<file path="src/evp_pkg.sv">
// Shared types and constants of the elevation/visibility pixel writer.
// Used by the channel interfaces, the divider, the byte emitter and the top level.
// No dependencies.
`default_nettype none

package evp_pkg;

   // Field widths
   localparam int ELEV_W  = 16;
   localparam int BYTE_W  = 8;
   localparam int ROW_W   = 13;
   localparam int CSR_W   = 16;
   localparam int QUO_W   = 7;                // quotient never exceeds 123
   localparam int NUM_W   = ELEV_W + QUO_W;   // (h - low) * 123 fits here

   typedef logic signed [ELEV_W-1:0] elev_type;
   typedef logic [BYTE_W-1:0]        pix_type;

   // Configuration register indexes
   typedef enum logic [2:0] {
      REG_RANGE_LOW      = 3'd0,
      REG_RANGE_HIGH     = 3'd1,
      REG_MISSING_CODE   = 3'd2,
      REG_VIEWPOINT_CODE = 3'd3,
      REG_ROW_PIXELS     = 3'd4
   } csr_index_type;

   // Register reset values
   localparam elev_type         RANGE_LOW_RST      = 16'sh0000;
   localparam elev_type         RANGE_HIGH_RST     = 16'sh0000;
   localparam elev_type         MISSING_CODE_RST   = 16'sh8000;
   localparam elev_type         VIEWPOINT_CODE_RST = 16'sh8001;
   localparam logic [ROW_W-1:0] ROW_PIXELS_RST     = 13'd1;

   // Palette codes
   localparam pix_type CODE_MISSING   = 8'd255;
   localparam pix_type CODE_VIEWPOINT = 8'd254;
   localparam pix_type CODE_SEA       = 8'd0;
   localparam pix_type CODE_PAD       = 8'd0;
   localparam pix_type FLAT_SEEN      = 8'd191;
   localparam pix_type FLAT_HIDDEN    = 8'd63;
   localparam pix_type BASE_SEEN      = 8'd130;
   localparam pix_type BASE_HIDDEN    = 8'd2;
   localparam pix_type SHADE_STEPS    = 8'd123;

   // Pixel word handed from the mapper to the emitter
   typedef struct packed {
      logic    load;
      pix_type pixel;
   } pix_word_type;

   // Divider status back to the mapper
   typedef struct packed {
      logic             done;
      logic [QUO_W-1:0] quotient;
   } div_stat_type;

endpackage

`default_nettype wire

</file>
<file path="src/evp_channels.sv">
// Valid/ready channel interfaces of the pixel writer: sample words in, byte words out.
// Depends on evp_pkg.
`default_nettype none

interface evp_req_if import evp_pkg::*; ();
   logic     valid;
   logic     ready;
   elev_type elevation;
   logic     seen;
   logic     viewpoint_mark;

   modport source (output valid, elevation, seen, viewpoint_mark, input ready);
   modport sink   (input valid, elevation, seen, viewpoint_mark, output ready);
endinterface

interface evp_rsp_if import evp_pkg::*; ();
   logic    valid;
   logic    ready;
   pix_type pixel_byte;
   logic    is_padding;
   logic    last;

   modport source (output valid, pixel_byte, is_padding, last, input ready);
   modport sink   (input valid, pixel_byte, is_padding, last, output ready);
endinterface

`default_nettype wire

</file>
<file path="src/evp_divider.sv">
// Bit-serial restoring divider: one quotient bit per cycle, QUO_W quotient bits per divide.
// The dividend must be below divisor << QUO_W. Depends on evp_pkg.
`default_nettype none

module evp_divider import evp_pkg::*; (
   input  wire logic              clock,
   input  wire logic              reset,
   input  wire logic              start,
   input  wire logic [NUM_W-1:0]  dividend,
   input  wire logic [ELEV_W-1:0] divisor,
   output div_stat_type           status
);

   localparam int CNT_W = $clog2(QUO_W);
   localparam logic [CNT_W-1:0] LAST_STEP = CNT_W'(QUO_W - 1);

   logic                busy_ff,  busy_in;
   logic                done_ff,  done_in;
   logic [CNT_W-1:0]    step_ff,  step_in;
   logic [ELEV_W-1:0]   rem_ff,   rem_in;
   logic [QUO_W-1:0]    shift_ff, shift_in;
   logic [QUO_W-1:0]    quo_ff,   quo_in;
   logic [ELEV_W-1:0]   den_ff,   den_in;
   logic [ELEV_W:0]     trial;
   logic                fits;

   // Shift the next dividend bit into the partial remainder and try a subtract
   assign trial = {rem_ff, shift_ff[QUO_W-1]};
   assign fits  = trial >= {1'b0, den_ff};

   always_comb begin
      busy_in  = busy_ff;
      done_in  = 1'b0;
      step_in  = step_ff;
      rem_in   = rem_ff;
      shift_in = shift_ff;
      quo_in   = quo_ff;
      den_in   = den_ff;
      if (start) begin
         busy_in  = 1'b1;
         step_in  = '0;
         rem_in   = dividend[NUM_W-1:QUO_W];
         shift_in = dividend[QUO_W-1:0];
         quo_in   = '0;
         den_in   = divisor;
      end else if (busy_ff) begin
         rem_in   = fits ? ELEV_W'(trial - {1'b0, den_ff}) : trial[ELEV_W-1:0];
         shift_in = {shift_ff[QUO_W-2:0], 1'b0};
         quo_in   = {quo_ff[QUO_W-2:0], fits};
         step_in  = step_ff + 1'b1;
         if (step_ff == LAST_STEP) begin
            busy_in = 1'b0;
            done_in = 1'b1;
         end
      end
   end

   always_ff @(posedge clock) begin
      if (reset) begin
         busy_ff <= 1'b0;
         done_ff <= 1'b0;
      end else begin
         busy_ff <= busy_in;
         done_ff <= done_in;
      end
      step_ff  <= step_in;
      rem_ff   <= rem_in;
      shift_ff <= shift_in;
      quo_ff   <= quo_in;
      den_ff   <= den_in;
   end

   assign status.done     = done_ff;
   assign status.quotient = quo_ff;

endmodule

`default_nettype wire

</file>
<file path="src/evp_emitter.sv">
// Output stage: holds the byte word for the sink, counts columns and appends row padding.
// Depends on evp_pkg and evp_rsp_if.
`default_nettype none

module evp_emitter import evp_pkg::*; #(
   parameter int MAX_ROW_PIXELS = 4096
) (
   input  wire logic             clock,
   input  wire logic             reset,
   input  wire pix_word_type     word,
   input  wire logic [ROW_W-1:0] row_pixels,
   output logic                  busy,
   evp_rsp_if.source             rsp_chan
);

   localparam int CNT_W = $clog2(MAX_ROW_PIXELS);
   localparam int LEN_W = (CNT_W + 1 > ROW_W) ? CNT_W + 1 : ROW_W;
   localparam logic [LEN_W-1:0] MAX_LEN = LEN_W'(MAX_ROW_PIXELS);

   logic             valid_ff,    valid_in;
   pix_type          byte_ff,     byte_in;
   logic             padding_ff,  padding_in;
   logic             last_ff,     last_in;
   logic [1:0]       pad_left_ff, pad_left_in;
   logic [CNT_W-1:0] col_ff,      col_in;

   logic [LEN_W-1:0] req_len;
   logic [LEN_W-1:0] row_len;
   logic [LEN_W-1:0] col_next;
   logic             row_end;
   logic [1:0]       pad_count;

   // Effective row length, clamped to 1..MAX_ROW_PIXELS
   always_comb begin
      req_len = LEN_W'(row_pixels);
      if (req_len == '0) begin
         row_len = LEN_W'(1);
      end else if (req_len > MAX_LEN) begin
         row_len = MAX_LEN;
      end else begin
         row_len = req_len;
      end
   end

   assign col_next  = LEN_W'(col_ff) + LEN_W'(1);
   assign row_end   = col_next >= row_len;
   assign pad_count = 2'(-row_len[1:0]);

   // Load a pixel, then step through padding words as the sink takes them
   always_comb begin
      valid_in    = valid_ff;
      byte_in     = byte_ff;
      padding_in  = padding_ff;
      last_in     = last_ff;
      pad_left_in = pad_left_ff;
      col_in      = col_ff;
      if (word.load) begin
         valid_in    = 1'b1;
         byte_in     = word.pixel;
         padding_in  = 1'b0;
         last_in     = !row_end || (pad_count == 2'd0);
         pad_left_in = row_end ? pad_count : 2'd0;
         col_in      = row_end ? '0 : col_next[CNT_W-1:0];
      end else if (valid_ff && rsp_chan.ready) begin
         if (pad_left_ff != 2'd0) begin
            byte_in     = CODE_PAD;
            padding_in  = 1'b1;
            last_in     = pad_left_ff == 2'd1;
            pad_left_in = pad_left_ff - 2'd1;
         end else begin
            valid_in = 1'b0;
         end
      end
   end

   always_ff @(posedge clock) begin
      if (reset) begin
         valid_ff    <= 1'b0;
         pad_left_ff <= 2'd0;
         col_ff      <= '0;
      end else begin
         valid_ff    <= valid_in;
         pad_left_ff <= pad_left_in;
         col_ff      <= col_in;
      end
      byte_ff    <= byte_in;
      padding_ff <= padding_in;
      last_ff    <= last_in;
   end

   assign busy                = valid_ff;
   assign rsp_chan.valid      = valid_ff;
   assign rsp_chan.pixel_byte = byte_ff;
   assign rsp_chan.is_padding = padding_ff;
   assign rsp_chan.last       = last_ff;

endmodule

`default_nettype wire

</file>
<file path="src/elevation_visibility_pixel_writer.sv">
// Elevation/visibility pixel writer: one sample word in, 1 to 4 byte words out.
// Path: a scaled shade goes through S_CALC, S_START and S_DIV (7-step bit-serial divider)
// to S_OUT; a coded or flat/inverted-range pixel goes from S_CALC straight to S_OUT.
// One sample at a time, taken again once the pixel word is with the emitter; padding words
// follow it at one per cycle while the sink is ready, and hold off the next pixel word.
// Reset: synchronous, active high; clears registers to defaults and the column count.
`default_nettype none

module elevation_visibility_pixel_writer import evp_pkg::*; #(
   parameter int MAX_ROW_PIXELS = 4096
) (
   input  wire logic             clock,
   input  wire logic             reset,
   evp_req_if.sink               req_chan,
   evp_rsp_if.source             rsp_chan,
   input  wire logic             csr_write_en,
   input  wire csr_index_type    csr_index,
   input  wire logic [CSR_W-1:0] csr_wdata
);

   typedef enum logic [2:0] {
      S_IDLE,
      S_CALC,
      S_START,
      S_DIV,
      S_OUT
   } state_type;

   state_type        state_ff,  state_in;
   elev_type         elev_ff,   elev_in;
   logic             seen_ff,   seen_in;
   logic             mark_ff,   mark_in;
   pix_type          pixel_ff,  pixel_in;
   logic [NUM_W-1:0] num_ff,    num_in;
   logic             ready_ff,  ready_in;

   elev_type         range_low_ff;
   elev_type         range_high_ff;
   elev_type         missing_ff;
   elev_type         viewpoint_ff;
   logic [ROW_W-1:0] row_pixels_ff;

   logic signed [ELEV_W:0] span;
   elev_type               clamp_lo;
   elev_type               clamped;
   logic signed [ELEV_W:0] offset;
   pix_type                base;
   logic                   div_start;
   div_stat_type           div_stat;
   pix_word_type           emit_word;
   logic                   emit_busy;

   // Hold configuration registers
   always_ff @(posedge clock) begin
      if (reset) begin
         range_low_ff  <= RANGE_LOW_RST;
         range_high_ff <= RANGE_HIGH_RST;
         missing_ff    <= MISSING_CODE_RST;
         viewpoint_ff  <= VIEWPOINT_CODE_RST;
         row_pixels_ff <= ROW_PIXELS_RST;
      end else if (csr_write_en) begin
         unique case (csr_index)
            REG_RANGE_LOW:      range_low_ff  <= csr_wdata;
            REG_RANGE_HIGH:     range_high_ff <= csr_wdata;
            REG_MISSING_CODE:   missing_ff    <= csr_wdata;
            REG_VIEWPOINT_CODE: viewpoint_ff  <= csr_wdata;
            REG_ROW_PIXELS:     row_pixels_ff <= csr_wdata[ROW_W-1:0];
            default: ;
         endcase
      end
   end

   // Span of the shade range and clamped offset of the sample within it
   assign span     = {range_high_ff[ELEV_W-1], range_high_ff}
                     - {range_low_ff[ELEV_W-1], range_low_ff};
   assign clamp_lo = (elev_ff < range_low_ff) ? range_low_ff : elev_ff;
   assign clamped  = (clamp_lo > range_high_ff) ? range_high_ff : clamp_lo;
   assign offset   = {clamped[ELEV_W-1], clamped} - {range_low_ff[ELEV_W-1], range_low_ff};
   assign base     = seen_ff ? BASE_SEEN : BASE_HIDDEN;

   // Sequence one sample: classify, scale, divide, hand to the emitter
   always_comb begin
      state_in = state_ff;
      elev_in  = elev_ff;
      seen_in  = seen_ff;
      mark_in  = mark_ff;
      pixel_in = pixel_ff;
      num_in   = num_ff;
      ready_in = ready_ff;
      unique case (state_ff)
         S_IDLE: begin
            if (req_chan.valid) begin
               elev_in  = req_chan.elevation;
               seen_in  = req_chan.seen;
               mark_in  = req_chan.viewpoint_mark;
               ready_in = 1'b0;
               state_in = S_CALC;
            end
         end
         S_CALC: begin
            state_in = S_OUT;
            num_in   = NUM_W'(offset[ELEV_W-1:0]) * NUM_W'(SHADE_STEPS);
            if (mark_ff) begin
               pixel_in = CODE_VIEWPOINT;
            end else if (elev_ff == missing_ff) begin
               pixel_in = CODE_MISSING;
            end else if (elev_ff == viewpoint_ff) begin
               pixel_in = CODE_VIEWPOINT;
            end else if (elev_ff == '0) begin
               pixel_in = CODE_SEA;
            end else if (elev_ff < 0) begin
               pixel_in = CODE_MISSING;
            end else if (span == '0) begin
               pixel_in = seen_ff ? FLAT_SEEN : FLAT_HIDDEN;
            end else if (span < 0) begin
               pixel_in = base + SHADE_STEPS;
            end else begin
               state_in = S_START;
            end
         end
         S_START: begin
            state_in = S_DIV;
         end
         S_DIV: begin
            if (div_stat.done) begin
               pixel_in = base + BYTE_W'(div_stat.quotient);
               state_in = S_OUT;
            end
         end
         S_OUT: begin
            if (!emit_busy) begin
               ready_in = 1'b1;
               state_in = S_IDLE;
            end
         end
         default: begin
            state_in = S_IDLE;
            ready_in = 1'b1;
         end
      endcase
   end

   always_ff @(posedge clock) begin
      if (reset) begin
         state_ff <= S_IDLE;
         ready_ff <= 1'b1;
      end else begin
         state_ff <= state_in;
         ready_ff <= ready_in;
      end
      elev_ff  <= elev_in;
      seen_ff  <= seen_in;
      mark_ff  <= mark_in;
      pixel_ff <= pixel_in;
      num_ff   <= num_in;
   end

   assign req_chan.ready = ready_ff;
   assign div_start      = state_ff == S_START;

   evp_divider u_divider (
      .clock    (clock),
      .reset    (reset),
      .start    (div_start),
      .dividend (num_ff),
      .divisor  (span[ELEV_W-1:0]),
      .status   (div_stat)
   );

   assign emit_word.load  = (state_ff == S_OUT) && !emit_busy;
   assign emit_word.pixel = pixel_ff;

   evp_emitter #(
      .MAX_ROW_PIXELS (MAX_ROW_PIXELS)
   ) u_emitter (
      .clock      (clock),
      .reset      (reset),
      .word       (emit_word),
      .row_pixels (row_pixels_ff),
      .busy       (emit_busy),
      .rsp_chan   (rsp_chan)
   );

endmodule

`default_nettype wire

</file>
<file path="src/flat_wrapper.sv">
// flat-port wrapper written by rule: the top's interface ports become plain ports
module elevation_visibility_pixel_writer_flat import evp_pkg::*;
#(
   parameter int MAX_ROW_PIXELS = 4096
)
  (clock, reset, csr_write_en, csr_index, csr_wdata, req_chan_valid, req_chan_elevation, req_chan_seen, req_chan_viewpoint_mark, req_chan_ready, rsp_chan_valid, rsp_chan_pixel_byte, rsp_chan_is_padding, rsp_chan_last, rsp_chan_ready);
  evp_req_if req_chan_i ();
  evp_rsp_if rsp_chan_i ();
  input  wire logic clock;
  input  wire logic reset;
  input  wire logic csr_write_en;
  input  wire csr_index_type csr_index;
  input  wire logic [CSR_W-1:0] csr_wdata;
  input wire logic [$bits(req_chan_i.valid)-1:0] req_chan_valid;
  input wire logic [$bits(req_chan_i.elevation)-1:0] req_chan_elevation;
  input wire logic [$bits(req_chan_i.seen)-1:0] req_chan_seen;
  input wire logic [$bits(req_chan_i.viewpoint_mark)-1:0] req_chan_viewpoint_mark;
  output wire logic [$bits(req_chan_i.ready)-1:0] req_chan_ready;
  output wire logic [$bits(rsp_chan_i.valid)-1:0] rsp_chan_valid;
  output wire logic [$bits(rsp_chan_i.pixel_byte)-1:0] rsp_chan_pixel_byte;
  output wire logic [$bits(rsp_chan_i.is_padding)-1:0] rsp_chan_is_padding;
  output wire logic [$bits(rsp_chan_i.last)-1:0] rsp_chan_last;
  input wire logic [$bits(rsp_chan_i.ready)-1:0] rsp_chan_ready;
  assign req_chan_i.valid = req_chan_valid;
  assign req_chan_i.elevation = req_chan_elevation;
  assign req_chan_i.seen = req_chan_seen;
  assign req_chan_i.viewpoint_mark = req_chan_viewpoint_mark;
  assign req_chan_ready = req_chan_i.ready;
  assign rsp_chan_valid = rsp_chan_i.valid;
  assign rsp_chan_pixel_byte = rsp_chan_i.pixel_byte;
  assign rsp_chan_is_padding = rsp_chan_i.is_padding;
  assign rsp_chan_last = rsp_chan_i.last;
  assign rsp_chan_i.ready = rsp_chan_ready;
  elevation_visibility_pixel_writer #(.MAX_ROW_PIXELS(MAX_ROW_PIXELS)) u_core (.clock(clock), .reset(reset), .req_chan(req_chan_i), .rsp_chan(rsp_chan_i), .csr_write_en(csr_write_en), .csr_index(csr_index), .csr_wdata(csr_wdata));
endmodule
</file>
<file path="config.mk">
export PLATFORM = sky130hd
export DESIGN_NAME = elevation_visibility_pixel_writer_flat
export DESIGN_NICKNAME = d
export VERILOG_FILES = /design/src/evp_pkg.sv /design/src/evp_channels.sv /design/src/evp_divider.sv /design/src/evp_emitter.sv /design/src/elevation_visibility_pixel_writer.sv /design/src/flat_wrapper.sv
export SDC_FILE = /design/constraint.sdc
export NUM_CORES = 1
export LEC_CHECK = 0
export CAP_MARGIN = 20
export CORE_MARGIN = 2
export CORE_UTILIZATION = 30
export CTS_BUF_LIST = sky130_fd_sc_hd__clkbuf_8 sky130_fd_sc_hd__clkbuf_16
export DETAILED_ROUTE_END_ITERATION = 6
export DONT_BUFFER_PORTS = 1
export SLEW_MARGIN = 20
export SYNTH_ARGS = -nofsm -noshare
export SYNTH_HDL_FRONTEND = slang
export SYNTH_SLANG_ARGS = --single-unit
</file>
<file path="constraint.sdc">
create_clock -name clock -period 11.5 [get_ports clock]
set_clock_uncertainty 0.15 [all_clocks]
set_input_delay 2.3 -clock clock [delete_from_list [all_inputs] [get_ports clock]]
set_output_delay 2.3 -clock clock [all_outputs]
set_load 0.05 [all_outputs]
</file>
Word-level counts from Yosys, hierarchy flattened
Index checks and enable logic that the tools add are counted.

Flip-flop bits (word level): 206. Bits of input ports: 42. Output and inout bits: 12. Word-level logic and storage cells: 143.

$add $sub $neg: 9. Multipliers: 1. $lt $le $gt $ge: 7. Equal/unequal tests: 17. Multiplexer cells: 52. Bitwise gates (word level): 2. Reductions and logical operators: 30.

Operators by type and width (number): 2-to-1 mux 8 bit (13); 2-to-1 mux 16 bit (5); equality test 16 bit (2); subtractor 16 bit (2); 2-to-1 mux 3 bit (10); 2-to-1 mux 13 bit (2); multiplier 16 x 7 -> 23 bit, second input constant (1); AND reduction 2 bit (9); >= comparator 17 x 16 -> 1 bit (1); zero test 17 bit (1); < comparator 17 x 1 -> 1 bit, second input constant (1); subtractor 16 x 16 -> 17 bit (1); greater-than comparator 16 bit (1); zero test 16 bit (1); < comparator 16 x 1 -> 1 bit, second input constant (1); < comparator 16 bit (1); case mux 8 bit (2 select lines) (1); case mux 3 bit (5 select lines) (1); 2-to-1 mux 7 bit (2); adder 12 x 1 -> 13 bit, second input constant (1); >= comparator 13 bit (1); greater-than comparator 13 bit, second input constant (1); zero test 13 bit (1); equality test 3 x 2 -> 1 bit, second input constant (4); other kinds (24) (54).

Depth between registers and ports, before layout
Depth in word-level cells: 10. Gate-level depth with buffers: 41.

Modules after synthesis
A second synthesis with hierarchy kept.

Cell total of the unflattened synthesis: 1678. Area, all modules: 15253.4 µm².

Modules (own cells, without submodules): elevation_visibility_pixel_writer (instances 1, cells an instance 1193, area an instance 10495.1 µm²); evp_divider (instances 1, cells an instance 299, area an instance 3056.7 µm²); evp_emitter (instances 1, cells an instance 186, area an instance 1701.6 µm²).

Least setup slack after synthesis
OpenSTA, ideal clock, no wires.

Kind: reg2reg. Start point: reg u_core.elev_ff[9]. End point: reg u_core.num_ff[22] (data pin). Arrival: 10.127 ns. Slack: 0.962 ns. Stages on the path, launching flop included: 40. Path through: edfxtp_1 > ha_1 > a21o_1 > a21o_1 > a21oi_1 > o211ai_1 > a21oi_2 > xnor2_1 > buf_2 > mux2_1 > ha_1 > nand4_1 > nor3_1 > o21ai_0 > o21a_1 > o211ai_1 > buf_2 > mux2_2 > (+4 left out) > nor3_1 > xnor2_1 > inv_1 > xnor2_1 > ha_1 > fa_1 > fa_1 > inv_1 > fa_1 > inv_1 > ha_1 > and2_1 > a221o_1 > a21o_1 > o2111ai_1 > a31oi_1 > a41o_1 > a311o_1.

Longest elaborated chain between the ends: 6.

Ends and longest elaborated chain: from (decl) (RTL line elevation_visibility_pixel_writer.sv:30) `elev_type elev_ff, elev_in;`; from (signal assigned) (RTL line elevation_visibility_pixel_writer.sv:151) `elev_ff <= elev_in;`; < comparator 16 bit (RTL line elevation_visibility_pixel_writer.sv:76) `assign clamp_lo = (elev_ff < range_low_ff) ? range_low_ff : elev_ff;`; 2-to-1 mux 16 bit * (RTL line elevation_visibility_pixel_writer.sv:76); greater-than comparator 16 bit (RTL line elevation_visibility_pixel_writer.sv:77) `assign clamped = (clamp_lo > range_high_ff) ? range_high_ff : clamp_lo;`; 2-to-1 mux 16 bit * (RTL line elevation_visibility_pixel_writer.sv:77); subtractor 16 bit * (RTL line elevation_visibility_pixel_writer.sv:78) `assign offset = {clamped[ELEV_W-1], clamped} - {range_low_ff[ELEV_W-1], range_low_ff};`; multiplier 16 x 7 -> 23 bit * (RTL line elevation_visibility_pixel_writer.sv:102) `num_in = NUM_W'(offset[ELEV_W-1:0]) * NUM_W'(SHADE_STEPS);`; to (signal assigned) (RTL line elevation_visibility_pixel_writer.sv:155) `num_ff <= num_in;`; to (decl) (RTL line elevation_visibility_pixel_writer.sv:34) `logic [NUM_W-1:0] num_ff, num_in;`.

Every way passes the cells marked *; elsewhere a longest branch is shown, timed or not. A chain may end at the register's enable or synchronous reset.

Worst setup path in the final report
Start point: reg u_core.elev_ff[15]. End point: reg u_core.num_ff[22] (data pin).

Same word-level chain as after synthesis.

==> impl_metrics.csv <==
group,metric,value,unit
outcome,status,"finished, final reports clean",
clocking,numCtsBuffers,24,
worst_setup_path,criticalPathCategory,"flop to flop",
placement,gp_congestion,0.912,
sta,fmax,92.7,MHz
worst_setup_path,reg2reg_slack,0.71,ns
cells_and_area,drive_gt1_frac,0.0634,
cells_and_area,nFillCells,5139,
cells_and_area,area_growth,9.63,%
global_routing,grt_pass1_vias,11133,
cells_and_area,diodes,0,
clocking,cts_sinks,206,
logic_synthesis,synthesis.area,15100,µm²
logic_synthesis,synthFlopType,"dfxtp_1",
worst_setup_path,critPathLaunchType,"flop",
global_routing,grt_pass1_wl,59300,µm
worst_setup_path,cpMaxStageDelayCell,"edfxtp_1",
drt,dr.pass1.iters,5,
sta,slew_headroom,0.437,
clocking,hold_buffers,0,
global_routing,antenna_found_initial,0,
logic_synthesis,syn_area_per_cell,8.99,µm²
hold_path,min_to,"u_core.u_emitter.col_ff[1]",
worst_setup_path,cp_num_buf_inv,5,
clocking,htreeDepth,1,
floorplanning,ios,54,
drt,wl,37100,µm
worst_setup_path,cp_max_fo,17,
logic_synthesis,seq_area_frac_synth,0.338,
placement,dp_slack,0.506,ns
floorplanning,start_util,0.302,
sta,drv_slew,0,
drt,drt_iter0_drc,695,
worst_setup_path,cp_top_family,"adder cells",
cells_and_area,nNetsFinal,1892,
global_routing,overflow,0,
hold_path,hp-start,"u_core.u_emitter.col_ff[1]",
clocking,root_buffer,"clkbuf_16",
flow_run,maxCapViolations,0,
drt,vias,11613,
sta,setup_viol_count_final,0,
floorplanning,die_area,52100,µm²
logic_synthesis,synth_nets,1916,
worst_setup_path,startpoint,"u_core.elev_ff[15]",
sta,worstMarginPinSlew,0.841,ns
placement,port_buffers,0,
worst_setup_path,crit_path_max_incr_delay,0.54,ns
logic_synthesis,ys_ff_latch,206,
global_routing,groute.usage.overall,0.139,
logic_synthesis,yosys_warnings,0,
worst_setup_path,arrival,10.91,ns
worst_setup_path,worstRegToRegCells,36,
floorplanning,die_w,228,µm
clocking,cts.reportedPaths.clkPinSlew,0.06,ns
drt,drc,0,
hold_path,whs_path_depth,2,
drt,ant_nets,0,
worst_setup_path,path_common_cell,"ha_1",
logic_synthesis,synth_edf_count,97,
logic_synthesis,async_flop_share,0,
sta,fin_ws,0.710,ns
clocking,insertion_delay,0.53,ns
worst_setup_path,r2r-start,"u_core.elev_ff[15]",
hold_path,min_path_type,"flop to flop",
worst_setup_path,reg2reg_to,"u_core.num_ff[22]",
drt,vias_per_cell,4.95,
drt,wl_per_cell,15.8,µm
placement,dpl.hpwl,28800,µm
clocking,tritoncts,"yes",
floorplanning,die_y,228,µm
worst_setup_path,crit_required,11.62,ns
floorplanning,core,49900,µm²
sta,hold_viol_final,0,
logic_synthesis,synth_cell_type_count,82,
sta,rsz0062_at_grt,"no",
logic_synthesis,syn_inst,1678,
sta,finalCritPeriodShare,0.938,
worst_setup_path,end_kind,"flop",
floorplanning,rows,82,
clocking,clock_path_buffers,3,
sta,layout_min_cycle_time,10.79,ns
sta,setup_tns,0,ns
global_routing,grt_max_degree,107,
-- synthesized netlist by cell type (8+ instances only) --
master / instances / area, µm²
nor2_1: 100 / 375
or2_2: 9 / 56.3
and3_1: 11 / 68.8
mux2i_1: 18 / 180
inv_1: 143 / 537
a21o_1: 29 / 218
dfxtp_1: 109 / 2180
ha_1: 149 / 1860
nand2b_1: 15 / 93.8
o21ai_0: 47 / 235
fa_1: 47 / 941
edfxtp_1: 97 / 2910
and2_1: 20 / 125
nor3_1: 33 / 165
a21oi_1: 143 / 716
nand4_1: 19 / 119
a211oi_1: 15 / 113
clkbuf_1: 46 / 173
o21a_1: 18 / 135
xnor2_1: 88 / 771
nand2_1: 252 / 946
mux2_1: 9 / 101
nor4_1: 12 / 75.1
nand3_1: 37 / 185
a31oi_1: 14 / 87.6
o31ai_1: 9 / 67.6
nor2b_1: 17 / 106
nand3b_1: 8 / 60.1
mux2_2: 21 / 236
xor2_1: 27 / 236
or3_1: 13 / 81.3
-- metal layers --
| metal | part of all wire | GRT usage | wire length [µm] |
|---|---|---|---|
| met4 | 0.026 | 0.0388 | 951 |
| met5 | 0 | 0 | 0 |
| met2 | 0.46 | 0.225 | 17000 |
| met3 | 0.057 | 0.0203 | 2100 |
| met1 | 0.46 | 0.192 | 17100 |
-- sequential cells by signal, summed over array words and instances, names as in the netlist, 2 cells and up --
| register | flops |
|---|---|
| u_core.pixel_ff | 8 |
| u_core.u_divider.step_ff | 3 |
| u_core.u_divider.rem_ff | 16 |
| u_core.missing_ff | 16 |
| u_core.u_divider.quo_ff | 7 |
| u_core.u_emitter.rsp_chan.pixel_byte | 8 |
| u_core.range_low_ff | 16 |
| u_core.range_high_ff | 16 |
| u_core.elev_ff | 16 |
| u_core.row_pixels_ff | 13 |
| u_core.u_divider.shift_ff | 7 |
| u_core.u_emitter.col_ff | 12 |
| u_core.state_ff | 3 |
| u_core.viewpoint_ff | 16 |
| u_core.num_ff | 23 |
| u_core.u_divider.den_ff | 16 |
| u_core.u_emitter.pad_left_ff | 2 |
-- cells in the final DEF, fill, tap and decap left out, types with 11 or more instances in the layout --
cell       count
a211oi_1      15
a21o_1        29
a21oi_1      143
a31oi_1       14
and2_1        20
and3_1        11
clkbuf_16     24
dfxtp_1      109
edfxtp_1      97
fa_1          47
ha_1         149
inv_1        147
mux2_2        21
mux2i_1       18
nand2_1      252
nand2b_1      15
nand3_1       37
nand4_1       19
nor2_1        98
nor2b_1       17
nor3_1        33
nor4_1        12
o21a_1        18
o21ai_0       47
or3_1         13
xnor2_1       87
xor2_1        27
-- cell families (layout without fill, tap and decap cells) --
kind of cell,after synthesis,in the layout,synth area share
AND/OR/NAND/NOR,571,571,0.179
AO/OA/AOI/OAI,337,337,0.140
flip-flops,206,206,0.338
buffers and inverters,201,195,0.0517
adder cells (fa/ha/maj),198,198,0.187
XOR/XNOR,117,117,0.0697
multiplexers,48,48,0.0344
-- how the worst max path moves through the flow --
stage | endpoint | slack (ns) | cells past startpoint
floorplan | u_core.num_ff[22] | 0.96 | 39
CTS | u_core.num_ff[22] | 0.48 | 36
detailed placement | u_core.num_ff[22] | 0.51 | 36
global route | u_core.num_ff[22] | 0.03 | 36
global placement | u_core.num_ff[22] | 0.81 | 36
finish | u_core.num_ff[22] | 0.71 | 36
-- what timing repair did --
action                                  CTS  global route
endpoints found under the hold margin     0             0
buffers inserted                          0             0
endpoints found under the setup margin    0             2
resized for setup                         0             1
-- area by class of cell --
cell class | instances | area, µm² | share of cell area
Multi-Input combinational cell | 1271 | 9250 | 0.559
Sequential cell | 206 | 5090 | 0.308
Timing Repair Buffer | 7 | 52.6 | 0.00318
Clock buffer | 28 | 656 | 0.0397
Tap cell | 672 | 841 | 0.0509
Inverter | 144 | 541 | 0.0327
Clock inverter | 16 | 100 | 0.00606
-- worst register-to-register path, delay by kind of cell (launching register included) --
family / cells / cell delay, ns
XOR/XNOR: 3 / 1.12
AND/OR/NAND/NOR: 6 / 0.89
AO/OA/AOI/OAI: 12 / 2.87
flip-flops: 1 / 0.54
adder cells (fa/ha/maj): 8 / 3.29
buffers and inverters: 5 / 0.92
multiplexers: 2 / 0.74
-- metrics by stage --
step / std cells / hold slack, ns / cell area (µm²) / util
floorplan: 1678 / 0.291 / 15100 / -
global placement: 2300 / 0.297 / 15700 / 0.316
detailed placement: 2300 / 0.306 / 15700 / 0.316
CTS: 2344 / 0.314 / 16500 / 0.331
global route: 2344 / 0.335 / 16500 / 0.332
finish: 2344 / 0.316 / 16500 / 0.332
Power is left out: the tool's default activity adds up to more than one toggle a clock period on the data nets, which glitch-free logic cannot reach.
